## src/design/slip_sensor_packet_deframer_core_assert.svh

```systemverilog
// Assertion macros used by the deframer RTL.
`ifndef SLIP_SENSOR_PACKET_DEFRAMER_CORE_ASSERT_SVH
`define SLIP_SENSOR_PACKET_DEFRAMER_CORE_ASSERT_SVH

// Check a condition at every clock edge outside reset.
`define SSD_ASSERT(lbl, cond, msg) \
	lbl: assert property (@(posedge clk) disable iff (!arst_n) (cond)) else $error(msg);

// Check that a trigger is followed by a condition in the next cycle.
`define SSD_ASSERT_NEXT(lbl, trig, cond, msg) \
	lbl: assert property (@(posedge clk) disable iff (!arst_n) (trig) |=> (cond)) \
		else $error(msg);

`endif

```

## src/design/ssd_pkg.sv

```systemverilog
// Types, constants and request structs of the SLIP sensor deframer.
`default_nettype none
package ssd_pkg;

	localparam int FRAME_BYTES  = 32;
	localparam int MAX_SENSORS  = 16;
	localparam int STATUS_BYTES = 7;

	localparam int FRM_AW  = $clog2(FRAME_BYTES);
	localparam int CNT_W   = $clog2(FRAME_BYTES + 1);
	localparam int SNS_AW  = (MAX_SENSORS > 1) ? $clog2(MAX_SENSORS) : 1;
	localparam int KNOWN_W = $clog2(MAX_SENSORS + 1);
	localparam int DFL_W   = 6;
	localparam int ID_CMP_W = 9;

	localparam logic [7:0] SLIP_END    = 8'hC0;
	localparam logic [7:0] ESC_MARK    = 8'hDB;
	localparam logic [7:0] ESC_SUB_END = 8'hDC;
	localparam logic [7:0] ESC_SUB_ESC = 8'hDD;

	localparam logic [7:0] TYPE_DATA = 8'd1;
	localparam logic [7:0] TYPE_CAL  = 8'd2;
	localparam logic [7:0] TYPE_SYS  = 8'd3;

	localparam int HEADER_LEN = 3;
	localparam int CAL_LEN    = 7;
	localparam int SYS_LEN    = 6;

	localparam logic [DFL_W-1:0] DFL_RESET = 6'd27;

	typedef enum logic [1:0] {
		KIND_PAY = 2'd0,
		KIND_CAL = 2'd1,
		KIND_SYS = 2'd2,
		KIND_QRY = 2'd3
	} kind_t;

	// cal0..cal3 in bytes 0..3, sys0..sys2 in bytes 4..6
	typedef logic [STATUS_BYTES-1:0][7:0] status_t;

	typedef struct packed {
		logic              wr_en;
		logic [FRM_AW-1:0] wr_addr;
		logic [7:0]        wr_data;
		logic              rd_en;
		logic [FRM_AW-1:0] rd_addr;
	} frm_req_t;

	typedef struct packed {
		logic              wr_en;
		logic [SNS_AW-1:0] wr_addr;
		status_t           wr_data;
		logic              rd_en;
		logic [SNS_AW-1:0] rd_addr;
	} tbl_req_t;

	typedef struct packed {
		kind_t      kind;
		logic [7:0] unit_id;
		logic [4:0] byte_offset;
		logic [7:0] payload_byte;
		status_t    status;
		logic       last;
	} res_t;

endpackage
`default_nettype wire

```

## src/design/ssd_if.sv

```systemverilog
// Valid/ready channel interfaces for deframer input items and results.
`default_nettype none
interface ssd_in_if;
	logic       valid;
	logic       ready;
	logic       mode;
	logic [7:0] rx_byte;
	logic [7:0] query_id;

	modport source (output valid, mode, rx_byte, query_id, input ready);
	modport sink (input valid, mode, rx_byte, query_id, output ready);
endinterface

interface ssd_out_if;
	logic       valid;
	logic       ready;
	logic [1:0] kind;
	logic [7:0] unit_id;
	logic [4:0] byte_offset;
	logic [7:0] payload_byte;
	logic [7:0] cal0;
	logic [7:0] cal1;
	logic [7:0] cal2;
	logic [7:0] cal3;
	logic [7:0] sys0;
	logic [7:0] sys1;
	logic [7:0] sys2;
	logic       last;

	modport source (output valid, kind, unit_id, byte_offset, payload_byte,
		cal0, cal1, cal2, cal3, sys0, sys1, sys2, last, input ready);
	modport sink (input valid, kind, unit_id, byte_offset, payload_byte,
		cal0, cal1, cal2, cal3, sys0, sys1, sys2, last, output ready);
endinterface
`default_nettype wire

```

## src/design/slip_sensor_packet_deframer_core.sv

```systemverilog
// Top level of the SLIP sensor packet deframer.
//
//  channel   dir  handshake          contents
//  item      in   valid/ready        mode, rx_byte, query_id
//  result    out  valid/ready        kind, unit_id, byte_offset, payload_byte,
//                                    cal0..cal3, sys0..sys2, last
//  cfg       in   cfg_we (no ready)  cfg_wdata = data_frame_length
//
// A non-END byte leaves the block idle and ready for the next item. A data frame END
// streams each payload byte by a frame buffer read, then a result load, through
// the one frame buffer read port. An update END or a query does a status table read,
// then a result load (with the table write-back for an update).
// Reset clears control state and table valid bits at once; no clearing pass.
// A stalled result holds its stage; byte items without results still enter.
`default_nettype none
`include "slip_sensor_packet_deframer_core_assert.svh"
module slip_sensor_packet_deframer_core import ssd_pkg::*; (
	input  logic             clk,
	input  logic             arst_n,
	input  logic             cfg_we,
	input  logic [DFL_W-1:0] cfg_wdata,
	ssd_in_if.sink           item,
	ssd_out_if.source        result
);

	typedef enum logic [3:0] {
		S_IDLE = 4'b0001,
		S_PRD  = 4'b0010,
		S_PWT  = 4'b0100,
		S_TBL  = 4'b1000
	} state_t;

	state_t           state_q;
	logic [DFL_W-1:0] dfl_q;
	logic [CNT_W-1:0] count_q;
	logic             esc_q;
	logic             ovf_q;
	logic [KNOWN_W-1:0] known_q;
	logic [CNT_W-1:0] ptr_q;
	logic [CNT_W-1:0] end_q;
	kind_t            op_q;
	logic             hit_q;
	logic             out_valid_q;

	// header bytes and the last four stored bytes, captured as they are written
	logic [7:0]       type_q;
	logic [7:0]       id_q;
	logic [7:0]       len_q;
	logic [3:0][7:0]  tail_q;
	logic [7:0]       sid_q;
	res_t             res_q;

	frm_req_t         frm_req;
	tbl_req_t         tbl_req;
	logic [7:0]       frm_rd;
	status_t          tbl_rd;
	status_t          merged;

	logic             acc;
	logic             is_byte;
	logic             is_end;
	logic             store;
	logic             room;
	logic [7:0]       dec_byte;
	logic             base_ok;
	logic             id_in_tbl;
	logic             data_ok;
	logic             cal_ok;
	logic             sys_ok;
	logic             out_free;
	logic             res_load;
	logic             pay_last;
	logic [KNOWN_W-1:0] new_known;

	assign acc      = item.valid && item.ready;
	assign is_byte  = acc && !item.mode;
	assign is_end   = is_byte && (item.rx_byte == SLIP_END);
	assign store    = is_byte && !is_end && (esc_q || (item.rx_byte != ESC_MARK));
	assign room     = count_q < CNT_W'(FRAME_BYTES);
	assign out_free = !out_valid_q || result.ready;
	assign res_load = ((state_q == S_PWT) || (state_q == S_TBL)) && out_free;
	assign pay_last = (ptr_q + CNT_W'(1)) == end_q;

	// undo the escape: only the byte right after ESC is translated
	always_comb begin
		dec_byte = item.rx_byte;
		if (esc_q) begin
			if (item.rx_byte == ESC_SUB_END) begin
				dec_byte = SLIP_END;
			end else if (item.rx_byte == ESC_SUB_ESC) begin
				dec_byte = ESC_MARK;
			end
		end
	end

	// frame checks, evaluated on the END byte against the held header
	assign base_ok   = !ovf_q && (count_q >= CNT_W'(HEADER_LEN));
	assign id_in_tbl = ID_CMP_W'(id_q) < ID_CMP_W'(MAX_SENSORS);
	assign data_ok   = base_ok && (type_q == TYPE_DATA)
		&& (8'(count_q) == 8'(dfl_q)) && (len_q == 8'(dfl_q));
	assign cal_ok    = base_ok && (type_q == TYPE_CAL) && id_in_tbl
		&& (count_q == CNT_W'(CAL_LEN)) && (len_q == 8'(CAL_LEN));
	assign sys_ok    = base_ok && (type_q == TYPE_SYS) && id_in_tbl
		&& (count_q == CNT_W'(SYS_LEN)) && (len_q == 8'(SYS_LEN));

	assign new_known = KNOWN_W'(sid_q[SNS_AW-1:0]) + KNOWN_W'(1);

	// merge the frame bytes into the entry read from the table
	always_comb begin
		merged = tbl_rd;
		case (op_q)
			KIND_CAL: begin
				merged[0] = tail_q[3];
				merged[1] = tail_q[2];
				merged[2] = tail_q[1];
				merged[3] = tail_q[0];
			end
			KIND_SYS: begin
				merged[4] = tail_q[2];
				merged[5] = tail_q[1];
				merged[6] = tail_q[0];
			end
			default: begin
			end
		endcase
	end

	// Frame buffer: written only from idle, read only while streaming payload.
	always_comb begin
		frm_req.wr_en   = store && room;
		frm_req.wr_addr = count_q[FRM_AW-1:0];
		frm_req.wr_data = dec_byte;
		frm_req.rd_en   = (state_q == S_PRD);
		frm_req.rd_addr = ptr_q[FRM_AW-1:0];
	end

	// Status table: a read is issued only from idle and its write-back follows
	// in the next state, so a read never overlaps a pending write of the entry.
	always_comb begin
		tbl_req.rd_en   = (is_end && (cal_ok || sys_ok)) || (acc && item.mode);
		tbl_req.rd_addr = item.mode ? item.query_id[SNS_AW-1:0] : id_q[SNS_AW-1:0];
		tbl_req.wr_en   = (state_q == S_TBL) && out_free && (op_q != KIND_QRY);
		tbl_req.wr_addr = sid_q[SNS_AW-1:0];
		tbl_req.wr_data = merged;
	end

	ssd_frame_buf u_frame_buf (
		.clk     (clk),
		.req     (frm_req),
		.rd_data (frm_rd)
	);

	ssd_status_tbl u_status_tbl (
		.clk     (clk),
		.arst_n  (arst_n),
		.req     (tbl_req),
		.rd_data (tbl_rd)
	);

	// control sequencer
	always_ff @(posedge clk or negedge arst_n) begin
		if (!arst_n) begin
			state_q     <= S_IDLE;
			dfl_q       <= DFL_RESET;
			count_q     <= '0;
			esc_q       <= 1'b0;
			ovf_q       <= 1'b0;
			known_q     <= '0;
			ptr_q       <= '0;
			end_q       <= '0;
			op_q        <= KIND_PAY;
			hit_q       <= 1'b0;
			out_valid_q <= 1'b0;
		end else begin
			if (cfg_we) begin
				dfl_q <= cfg_wdata;
			end
			// load the result stage, or drain it once the receiver takes it
			if (res_load) begin
				out_valid_q <= 1'b1;
			end else if (result.ready) begin
				out_valid_q <= 1'b0;
			end
			unique case (state_q)
				S_IDLE: begin
					if (is_end) begin
						// close the frame and start the next one
						count_q <= '0;
						esc_q   <= 1'b0;
						ovf_q   <= 1'b0;
						ptr_q   <= CNT_W'(HEADER_LEN);
						end_q   <= count_q;
						if (data_ok && (count_q > CNT_W'(HEADER_LEN))) begin
							op_q    <= KIND_PAY;
							state_q <= S_PRD;
						end else if (cal_ok) begin
							op_q    <= KIND_CAL;
							state_q <= S_TBL;
						end else if (sys_ok) begin
							op_q    <= KIND_SYS;
							state_q <= S_TBL;
						end
					end else if (is_byte) begin
						if (esc_q) begin
							esc_q <= 1'b0;
						end else if (item.rx_byte == ESC_MARK) begin
							esc_q <= 1'b1;
						end
						if (store) begin
							if (room) begin
								count_q <= count_q + CNT_W'(1);
							end else begin
								ovf_q <= 1'b1;
							end
						end
					end else if (acc) begin
						op_q    <= KIND_QRY;
						hit_q   <= ID_CMP_W'(item.query_id) < ID_CMP_W'(known_q);
						state_q <= S_TBL;
					end
				end
				S_PRD: begin
					state_q <= S_PWT;
				end
				S_PWT: begin
					if (out_free) begin
						ptr_q   <= ptr_q + CNT_W'(1);
						state_q <= pay_last ? S_IDLE : S_PRD;
					end
				end
				S_TBL: begin
					if (out_free) begin
						state_q <= S_IDLE;
						if ((op_q != KIND_QRY) && (known_q < new_known)) begin
							known_q <= new_known;
						end
					end
				end
				default: begin
					state_q <= S_IDLE;
				end
			endcase
		end
	end

	// payload registers: header capture, byte history, result stage
	always_ff @(posedge clk) begin
		if (frm_req.wr_en) begin
			if (count_q == CNT_W'(0)) begin
				type_q <= dec_byte;
			end
			if (count_q == CNT_W'(1)) begin
				id_q <= dec_byte;
			end
			if (count_q == CNT_W'(2)) begin
				len_q <= dec_byte;
			end
			tail_q <= {tail_q[2:0], dec_byte};
		end
		if (state_q == S_IDLE) begin
			if (acc && item.mode) begin
				sid_q <= item.query_id;
			end else if (is_end) begin
				sid_q <= id_q;
			end
		end
		if ((state_q == S_PWT) && out_free) begin
			res_q.kind         <= KIND_PAY;
			res_q.unit_id      <= sid_q;
			res_q.byte_offset  <= 5'(ptr_q - CNT_W'(HEADER_LEN));
			res_q.payload_byte <= frm_rd;
			res_q.status       <= '0;
			res_q.last         <= pay_last;
		end else if ((state_q == S_TBL) && out_free) begin
			res_q.kind         <= op_q;
			res_q.unit_id      <= sid_q;
			res_q.byte_offset  <= '0;
			res_q.payload_byte <= '0;
			res_q.status       <= ((op_q == KIND_QRY) && !hit_q) ? '0 : merged;
			res_q.last         <= (op_q != KIND_QRY) || hit_q;
		end
	end

	assign item.ready          = (state_q == S_IDLE);
	assign result.valid        = out_valid_q;
	assign result.kind         = res_q.kind;
	assign result.unit_id      = res_q.unit_id;
	assign result.byte_offset  = res_q.byte_offset;
	assign result.payload_byte = res_q.payload_byte;
	assign result.cal0         = res_q.status[0];
	assign result.cal1         = res_q.status[1];
	assign result.cal2         = res_q.status[2];
	assign result.cal3         = res_q.status[3];
	assign result.sys0         = res_q.status[4];
	assign result.sys1         = res_q.status[5];
	assign result.sys2         = res_q.status[6];
	assign result.last         = res_q.last;

	`SSD_ASSERT(a_count_bound, count_q <= CNT_W'(FRAME_BYTES), "frame count past buffer size")
	`SSD_ASSERT(a_ovf_full, !ovf_q || (count_q == CNT_W'(FRAME_BYTES)), "overflow with room left")
	`SSD_ASSERT(a_known_bound, known_q <= KNOWN_W'(MAX_SENSORS), "known entries past table")
	`SSD_ASSERT(a_pay_ptr, (state_q != S_PWT) || (ptr_q < end_q), "payload pointer past frame")
	`SSD_ASSERT_NEXT(a_end_clears, is_end, (count_q == '0) && !esc_q && !ovf_q, "END left frame state")

endmodule
`default_nettype wire

```

## src/design/ssd_frame_buf.sv

```systemverilog
// Frame byte buffer: one write port, one registered read port.
`default_nettype none
module ssd_frame_buf import ssd_pkg::*; (
	input  logic       clk,
	input  frm_req_t   req,
	output logic [7:0] rd_data
);

	logic [7:0] mem [FRAME_BYTES];
	logic [7:0] rd_data_q;

	always_ff @(posedge clk) begin
		if (req.wr_en) begin
			mem[req.wr_addr] <= req.wr_data;
		end
		if (req.rd_en) begin
			rd_data_q <= mem[req.rd_addr];
		end
	end

	assign rd_data = rd_data_q;

endmodule
`default_nettype wire

```

## src/design/ssd_status_tbl.sv

```systemverilog
// Per-sensor status table: memory with per-entry valid bits, registered read.
`default_nettype none
module ssd_status_tbl import ssd_pkg::*; (
	input  logic     clk,
	input  logic     arst_n,
	input  tbl_req_t req,
	output status_t  rd_data
);

	status_t                mem [MAX_SENSORS];
	logic [MAX_SENSORS-1:0] valid_q;
	status_t                rd_data_q;
	logic                   rd_valid_q;

	always_ff @(posedge clk) begin
		if (req.wr_en) begin
			mem[req.wr_addr] <= req.wr_data;
		end
		if (req.rd_en) begin
			rd_data_q <= mem[req.rd_addr];
		end
	end

	always_ff @(posedge clk or negedge arst_n) begin
		if (!arst_n) begin
			valid_q    <= '0;
			rd_valid_q <= 1'b0;
		end else begin
			if (req.wr_en) begin
				valid_q[req.wr_addr] <= 1'b1;
			end
			if (req.rd_en) begin
				rd_valid_q <= valid_q[req.rd_addr];
			end
		end
	end

	// an entry never written reads as all zero
	assign rd_data = rd_valid_q ? rd_data_q : '0;

endmodule
`default_nettype wire

```

## src/flat_wrapper.sv

```systemverilog
// flat-port wrapper written by rule: the top's interface ports become plain ports
module slip_sensor_packet_deframer_core_flat import ssd_pkg::*;
  (clk, arst_n, cfg_we, cfg_wdata, item_valid, item_mode, item_rx_byte, item_query_id, item_ready, result_valid, result_kind, result_unit_id, result_byte_offset, result_payload_byte, result_cal0, result_cal1, result_cal2, result_cal3, result_sys0, result_sys1, result_sys2, result_last, result_ready);
  ssd_in_if item_i ();
  ssd_out_if result_i ();
  input  logic clk;
  input  logic arst_n;
  input  logic cfg_we;
  input  logic [DFL_W-1:0] cfg_wdata;
  input wire logic [$bits(item_i.valid)-1:0] item_valid;
  input wire logic [$bits(item_i.mode)-1:0] item_mode;
  input wire logic [$bits(item_i.rx_byte)-1:0] item_rx_byte;
  input wire logic [$bits(item_i.query_id)-1:0] item_query_id;
  output wire logic [$bits(item_i.ready)-1:0] item_ready;
  output wire logic [$bits(result_i.valid)-1:0] result_valid;
  output wire logic [$bits(result_i.kind)-1:0] result_kind;
  output wire logic [$bits(result_i.unit_id)-1:0] result_unit_id;
  output wire logic [$bits(result_i.byte_offset)-1:0] result_byte_offset;
  output wire logic [$bits(result_i.payload_byte)-1:0] result_payload_byte;
  output wire logic [$bits(result_i.cal0)-1:0] result_cal0;
  output wire logic [$bits(result_i.cal1)-1:0] result_cal1;
  output wire logic [$bits(result_i.cal2)-1:0] result_cal2;
  output wire logic [$bits(result_i.cal3)-1:0] result_cal3;
  output wire logic [$bits(result_i.sys0)-1:0] result_sys0;
  output wire logic [$bits(result_i.sys1)-1:0] result_sys1;
  output wire logic [$bits(result_i.sys2)-1:0] result_sys2;
  output wire logic [$bits(result_i.last)-1:0] result_last;
  input wire logic [$bits(result_i.ready)-1:0] result_ready;
  assign item_i.valid = item_valid;
  assign item_i.mode = item_mode;
  assign item_i.rx_byte = item_rx_byte;
  assign item_i.query_id = item_query_id;
  assign item_ready = item_i.ready;
  assign result_valid = result_i.valid;
  assign result_kind = result_i.kind;
  assign result_unit_id = result_i.unit_id;
  assign result_byte_offset = result_i.byte_offset;
  assign result_payload_byte = result_i.payload_byte;
  assign result_cal0 = result_i.cal0;
  assign result_cal1 = result_i.cal1;
  assign result_cal2 = result_i.cal2;
  assign result_cal3 = result_i.cal3;
  assign result_sys0 = result_i.sys0;
  assign result_sys1 = result_i.sys1;
  assign result_sys2 = result_i.sys2;
  assign result_last = result_i.last;
  assign result_i.ready = result_ready;
  slip_sensor_packet_deframer_core u_core (.clk(clk), .arst_n(arst_n), .cfg_we(cfg_we), .cfg_wdata(cfg_wdata), .item(item_i), .result(result_i));
endmodule
```

## config.mk

```make
export PLATFORM = sky130hd
export DESIGN_NAME = slip_sensor_packet_deframer_core_flat
export DESIGN_NICKNAME = d
export VERILOG_FILES = /design/src/design/ssd_pkg.sv /design/src/design/ssd_if.sv /design/src/design/slip_sensor_packet_deframer_core.sv /design/src/design/ssd_frame_buf.sv /design/src/design/ssd_status_tbl.sv /design/src/flat_wrapper.sv
export VERILOG_INCLUDE_DIRS = /design/src /design/src/design
export SDC_FILE = /design/constraint.sdc
export NUM_CORES = 2
export LEC_CHECK = 0
export BUFFER_PORTS_ARGS = -buffer_cell sky130_fd_sc_hd__buf_2
export CORE_UTILIZATION = 30
export DETAILED_ROUTE_END_ITERATION = 8
export GPL_TIMING_DRIVEN = 1
export PLACE_DENSITY_LB_ADDON = 0.2
export SYNTH_ARGS = -nofsm -noshare
export SYNTH_HDL_FRONTEND = slang
export SYNTH_HIERARCHICAL = 1
export SYNTH_SLANG_ARGS = --single-unit
```

## constraint.sdc

```tcl
create_clock -name clk -period 6 [get_ports clk]
set_input_delay 0.6 -clock clk [delete_from_list [all_inputs] [get_ports clk]]
set_output_delay 0.6 -clock clk [all_outputs]
set_load 0.01 [all_outputs]
```

== Word level (Yosys, flattened, before mapping) ==
Memory sizes are Yosys's and may differ from the RTL's. A register that Yosys moved wholly into a read port is not among the register bits.
Cells that the tools add are included.

* Output and inout bits: 82
* Input bits: 28
* Memory bits (writable): 1152
* Register bits: 200
* Memories kept: 2
* Logic and storage cells: 199

* $lt $le $gt $ge: 9
* Bitwise gates (word level): 3
* Add/sub/neg operators: 4
* Eq/ne operators: 34
* Mux-type cells: 53
* Reduce and logical (&&, ||, !) cells: 61

{| class="wikitable"
|+ Memories
! name !! depth !! width !! rd ports !! clocked after memory_dff !! wr ports !! line !! RTL
|-
| u_core.u_status_tbl.mem || 16 || 56 || 1 || 1 || 1 || ssd_status_tbl.sv:10 || <nowiki>status_t mem [MAX_SENSORS];</nowiki>
|-
| u_core.u_frame_buf.mem || 32 || 8 || 1 || 1 || 1 || ssd_frame_buf.sv:9 || <nowiki>logic [7:0] mem [FRAME_BYTES];</nowiki>
|}

{| class="wikitable"
|+ Operators by type and width
! operator !! count
|-
| 2-to-1 mux 78 bit || 2
|-
| 2-to-1 mux 56 bit || 2
|-
| 2-to-1 mux 8 bit || 5
|-
| 2-to-1 mux 4 bit || 9
|-
| 2-to-1 mux 6 bit || 6
|-
| equality test 8 bit (second input constant) || 4
|-
| 2-to-1 mux 32 bit || 1
|-
| logical AND 1 bit || 28
|-
| 2-to-1 mux 24 bit || 1
|-
| equality test 8 x 2 -> 1 bit (second input constant) || 2
|-
| equality test 8 x 3 -> 1 bit (second input constant) || 2
|-
| 2-to-1 mux 1 bit || 16
|-
| OR 16 bit || 1
|-
| case mux 4 bit (4 select lines) || 1
|-
| AND reduction 4 bit || 4
|-
| nonzero test 2 bit || 8
|-
| 2-to-1 mux 2 bit || 7
|-
| adder 6 x 1 -> 6 bit (second input constant) || 2
|-
| equality test 6 x 3 -> 1 bit (second input constant) || 2
|-
| equality test 6 bit || 2
|-
| case mux 6 bit (2 select lines) || 1
|-
| AND reduction 2 bit || 6
|-
| less-than comparator 4 x 5 -> 1 bit (second input constant) || 2
|-
| equality test 8 x 1 -> 1 bit (second input constant) || 1
|-
| 32 further kinds || 49
|}

== Depth between registers and ports, before layout ==
* Depth in word-level cells: 11
* Depth in mapped cells: 9
* Depth with buffers taken out: 9

== Hierarchy ==
Netlist, hierarchy kept.

{| class="wikitable"
|+ Modules (own cells, without submodules)
! module !! instances !! cells each !! area each (sq um) !! sequential area each (sq um)
|-
| ssd_status_tbl || 1 || 1421 || 36338.6 || 29012.8
|-
| ssd_frame_buf || 1 || 417 || 10133.5 || 7927.6
|-
| slip_sensor_packet_deframer_core || 1 || 721 || 8051.5 || 4725.8
|}

== Worst setup path before layout ==
OpenSTA, ideal clock, no wires.

* Path type: input-to-reg
* Start point: in result_ready
* End point: reg u_core.u_status_tbl.valid_q[0]
* Path buffers: 1
* Arrival time: 6.222 ns
* Stages: 7
* Setup slack: -0.310 ns
* Cell sequence: nand2b_1 clkbuf_1 nand3_1 a21oi_1 or3b_2 nor3_1 or2_2

{| class="wikitable"
|+ RTL lines
! element !! line !! RTL
|-
| start: declaration || flat_wrapper.sv:28 || <nowiki>input wire logic [$bits(result_i.ready)-1:0] result_ready;</nowiki>
|-
| end signal: assignment || ssd_status_tbl.sv:26 || <nowiki>valid_q <= '0;</nowiki>
|-
| end signal: indexed assignment || ssd_status_tbl.sv:30 || <nowiki>valid_q[req.wr_addr] <= 1'b1;</nowiki>
|-
| end: declaration || ssd_status_tbl.sv:11 || <nowiki>logic [MAX_SENSORS-1:0] valid_q;</nowiki>
|}

==> run_results.csv <==
group,metric,value,unit
sta,hold_viol_final,0,
yosys,ys_seq_elements,1416,
finish,nets,2789,
finish,final_layout_size_suffix_gt1_share,28.9,%
clock_network,cts_resized,0,
clock_network,root_buffer,"clkbuf_16",
clock_network,insertion_delay,780,ps
sta,period_share,64.7,%
global_route,track_usage,15.6,%
finish,layout_commonest_cell,"edfxtp_1",
clock_network,hold_buffers,1,
worst_hold_path,hold_path.class,"in2reg",
routing,wirelength,143000,microns
sta,skew,33.6,ps
yosys,synth_cell_types,64,
pwr,power_density,346,nW/um^2
sta,period_needed,3880,ps
routing,vias_per_cell,4.95,
pwr,power,21900,uW
worst_setup_path,cp-end-kind,"flop",
status,run_status,"complete, no violations",
global_route,grt_pass1_wl,206000,microns
floorplanning,die_w,428,microns
routing,vias,26000,
clock_network,cts_buffers,151,
floorplanning,ioPinCount,110,
finish,syn2layout_area_growth,15.8,%
sta,tns,0,ps
clock_network,clock-sinks,1416,
yosys,ys_warn_count,6,
worst_setup_path,reg2reg_to,"u_core/u_frame_buf/mem[10][3]$_DFFE_PP_",
clock_network,path_clk_slew,60,ps
global_route,grt_pass1_vias,27700,
floorplanning,die_area,183000,sq um
clock_network,cts.path.max_buffers,3,
global_route,antenna_found_initial,2,
worst_setup_path,r2r_setup_slack,2120,ps
sta,rsz0062_at_grt,"false",
floorplanning,initial_core_util,30.2,%
floorplanning,coreArea,181000,sq um
finish,antennaDiodeCount,0,
pwr,ir_worst_vdd,0.239,mV
placed_design,io_buffers,109,
worst_setup_path,critical_path_required,6390,ps
floorplanning,rows,156,
sta,max_freq,0.258,GHz
routing,drt_iter0_drc,1946,
global_route,grt_max_degree,88,
worst_setup_path,crit_path_start_kind,"flop",
worst_setup_path,r2r-start,"u_core/state_q[0]$_DFFE_PN1P_",
floorplanning,dieHeight,428,microns
yosys,netlist_area,54500,sq um
routing,wl_per_cell,27.3,microns
yosys,ys_seq_area_share,76.4,%
routing,route.detailed.drc,0,
yosys,synth_nets,2601,
yosys,synth_ff_type,"edfxtp_1",
worst_setup_path,critPathKind,"reg2reg",
sta,relSlewSlack,23.0,%
worst_hold_path,worstHoldPathCells,2,
placed_design,gp_congestion,0.783,
yosys,ys_async_sr_fraction,3.95,%
worst_setup_path,critPathArrivalTime,4270,ps
routing,drtPass1Iterations,7,
routing,drtAntennaViolNets,0,
yosys,syn_area_per_cell,21.3,sq um
worst_setup_path,r2r_cells,5,
yosys,synth-edff-count,1302,
worst_setup_path,path_max_fanout,11,
worst_hold_path,hold_start,"cfg_wdata[0]",
job,maxCapViolCount,0,
yosys,syn-instance-count,2559,
clock_network,cts_setup_buffers,0,
finish,final_cell_mix,"edfxtp_1, mux4_2, clkbuf_16",
sta,worstMarginPinSlew,1160,ps
pwr,leakagePower,0.0209,uW
worst_hold_path,holdPathEnd,"u_core/dfl_q[0]$_DFFE_PN1P_",
sta,setup_viol,0,
placed_design,dp_hpwl,81200,microns
global_route,overflow,0,
clock_network,cts_tree,"yes",
clock_network,cts_htree_levels,4,
sta,drv_slew,0,
==> registers in the layout, summed over array words and instances (netlist names), 6 cells and up <==
signal / cells
u_core/u_status_tbl/mem: 896
u_core/u_frame_buf/mem: 256
u_core/u_status_tbl/rd_data_q: 56
u_core/tail_q: 32
u_core/u_status_tbl/valid_q: 16
u_core/id_q: 8
u_core/len_q: 8
u_core/result.cal0: 8
u_core/result.cal1: 8
u_core/result.cal2: 8
u_core/result.cal3: 8
u_core/result.payload_byte: 8
u_core/result.sys0: 8
u_core/result.sys1: 8
u_core/result.sys2: 8
u_core/result.unit_id: 8
u_core/sid_q: 8
u_core/type_q: 8
u_core/u_frame_buf/rd_data: 8
u_core/count_q: 6
u_core/dfl_q: 6
u_core/end_q: 6
u_core/ptr_q: 6
==> logic make-up (layout without fill, tap and decap cells) <==
family / after synthesis / after routing / share of synthesized area [%]
buffers and inverters: 199 / 510 / 1.59
XOR/XNOR: 16 / 16 / 0.257
AND/OR/NAND/NOR: 348 / 348 / 3.41
flip-flops: 1416 / 1416 / 76.4
AO/OA/AOI/OAI: 107 / 107 / 1.16
multiplexers: 459 / 459 / 16.8
adder cells (fa/ha/maj): 14 / 14 / 0.321
==> critical path: stages, from the launching register on <==
cell	delay, ps
dfstp_2	600
nor4b_4	400
nand2_1	300
a211oi_4	710
nand3b_1	680
nor2_1	800
==> worst max-delay path by stage <==
| stage | start | to | slack (ps) | depth (start not counted) |
|---|---|---|---|---|
| 2_1_floorplan | result_ready | u_core/u_status_tbl/valid_q[4]$_DFFE_PN0P_ | 9 | 7 |
| 3_3_place_gp | item_rx_byte[0] | u_core/u_frame_buf/mem[10][2]$_DFFE_PP_ | 1470 | 6 |
| 3_5_place_dp | item_rx_byte[0] | u_core/u_frame_buf/mem[10][1]$_DFFE_PP_ | 1490 | 6 |
| 4_1_cts | u_core/state_q[3]$_DFFE_PN0P_ | u_core/u_status_tbl/mem[1][32]$_DFFE_PP_ | 2030 | 6 |
| 5_1_grt | u_core/state_q[3]$_DFFE_PN0P_ | u_core/u_status_tbl/mem[1][33]$_DFFE_PP_ | 1900 | 6 |
| 6_report | u_core/state_q[0]$_DFFE_PN1P_ | u_core/u_frame_buf/mem[10][3]$_DFFE_PP_ | 2120 | 5 |
==> cell usage after synthesis, drive strengths merged, types with 4 or more instances <==
| cell | number | area (sq um) |
|---|---|---|
| a21o | 6 | 45.0 |
| a21oi | 9 | 45.0 |
| and2 | 66 | 413 |
| and3 | 22 | 139 |
| buf | 55 | 324 |
| clkbuf | 75 | 282 |
| dfrtp | 51 | 1280 |
| dfstp | 5 | 131 |
| dfxtp | 58 | 1160 |
| edfxtp | 1302 | 39100 |
| ha | 14 | 175 |
| inv | 69 | 259 |
| mux2 | 28 | 315 |
| mux2i | 67 | 671 |
| mux4 | 364 | 8200 |
| nand2 | 88 | 330 |
| nand2b | 9 | 56.3 |
| nand3 | 11 | 55.1 |
| nand3b | 10 | 75.1 |
| nand4 | 4 | 25.0 |
| nor2 | 69 | 259 |
| nor2b | 6 | 37.5 |
| nor3 | 18 | 101 |
| nor4 | 6 | 52.6 |
| nor4b | 4 | 50.1 |
| o21ai | 70 | 350 |
| o31ai | 5 | 37.5 |
| or2 | 16 | 100 |
| or3b | 4 | 35.0 |
| or4 | 5 | 42.5 |
| xnor2 | 8 | 70.1 |
| xor2 | 8 | 70.1 |
==> where the power goes <==
group	internal (uW)	leakage (uW)	switching, uW	total (uW)
clock network	5200	0.00234	3880	9090
registers	11100	0.0131	241	11300
logic	563	0.00545	893	1460
==> layer usage <==
metal | track usage, % | share of wire, % | up-vias
met5 | 0 | 0 | -
li1 | - | - | 10800
met4 | 3.89 | 1.9 | 0
met3 | 2.46 | 4.0 | 189
met2 | 26.8 | 51 | 616
met1 | 20.6 | 43 | 14300
==> metrics by stage <==
| step | cells | worst slack, ps | utilization [%] | area (sq um) | hold WS (ps) |
|---|---|---|---|---|---|
| 5_1_grt | 5240 | 1900 | 35.0 | 63100 | 21.7 |
| 4_1_cts | 5240 | 2030 | 35.0 | 63100 | 4.02 |
| 3_5_place_dp | 4963 | 1490 | 32.3 | 58300 | 438 |
| 3_3_place_gp | 4963 | 1470 | 32.3 | 58300 | 438 |
| 6_report | 5240 | 2120 | 35.0 | 63100 | 65.9 |
| 2_1_floorplan | 2559 | 9.28 | - | 54500 | 304 |
==> cell type report <==
| type | instances | area (sq um) |
|---|---|---|
| Multi-Input combinational cell | 944 | 12200 |
| Inverter | 69 | 259 |
| Timing Repair Buffer | 165 | 1230 |
| Tap cell | 2370 | 2970 |
| Fill cell | 16600 | 117000 |
| Sequential cell | 1416 | 41700 |
| Clock inverter | 81 | 806 |
| Clock buffer | 195 | 3980 |
Power figures use the tool's default switching activity.
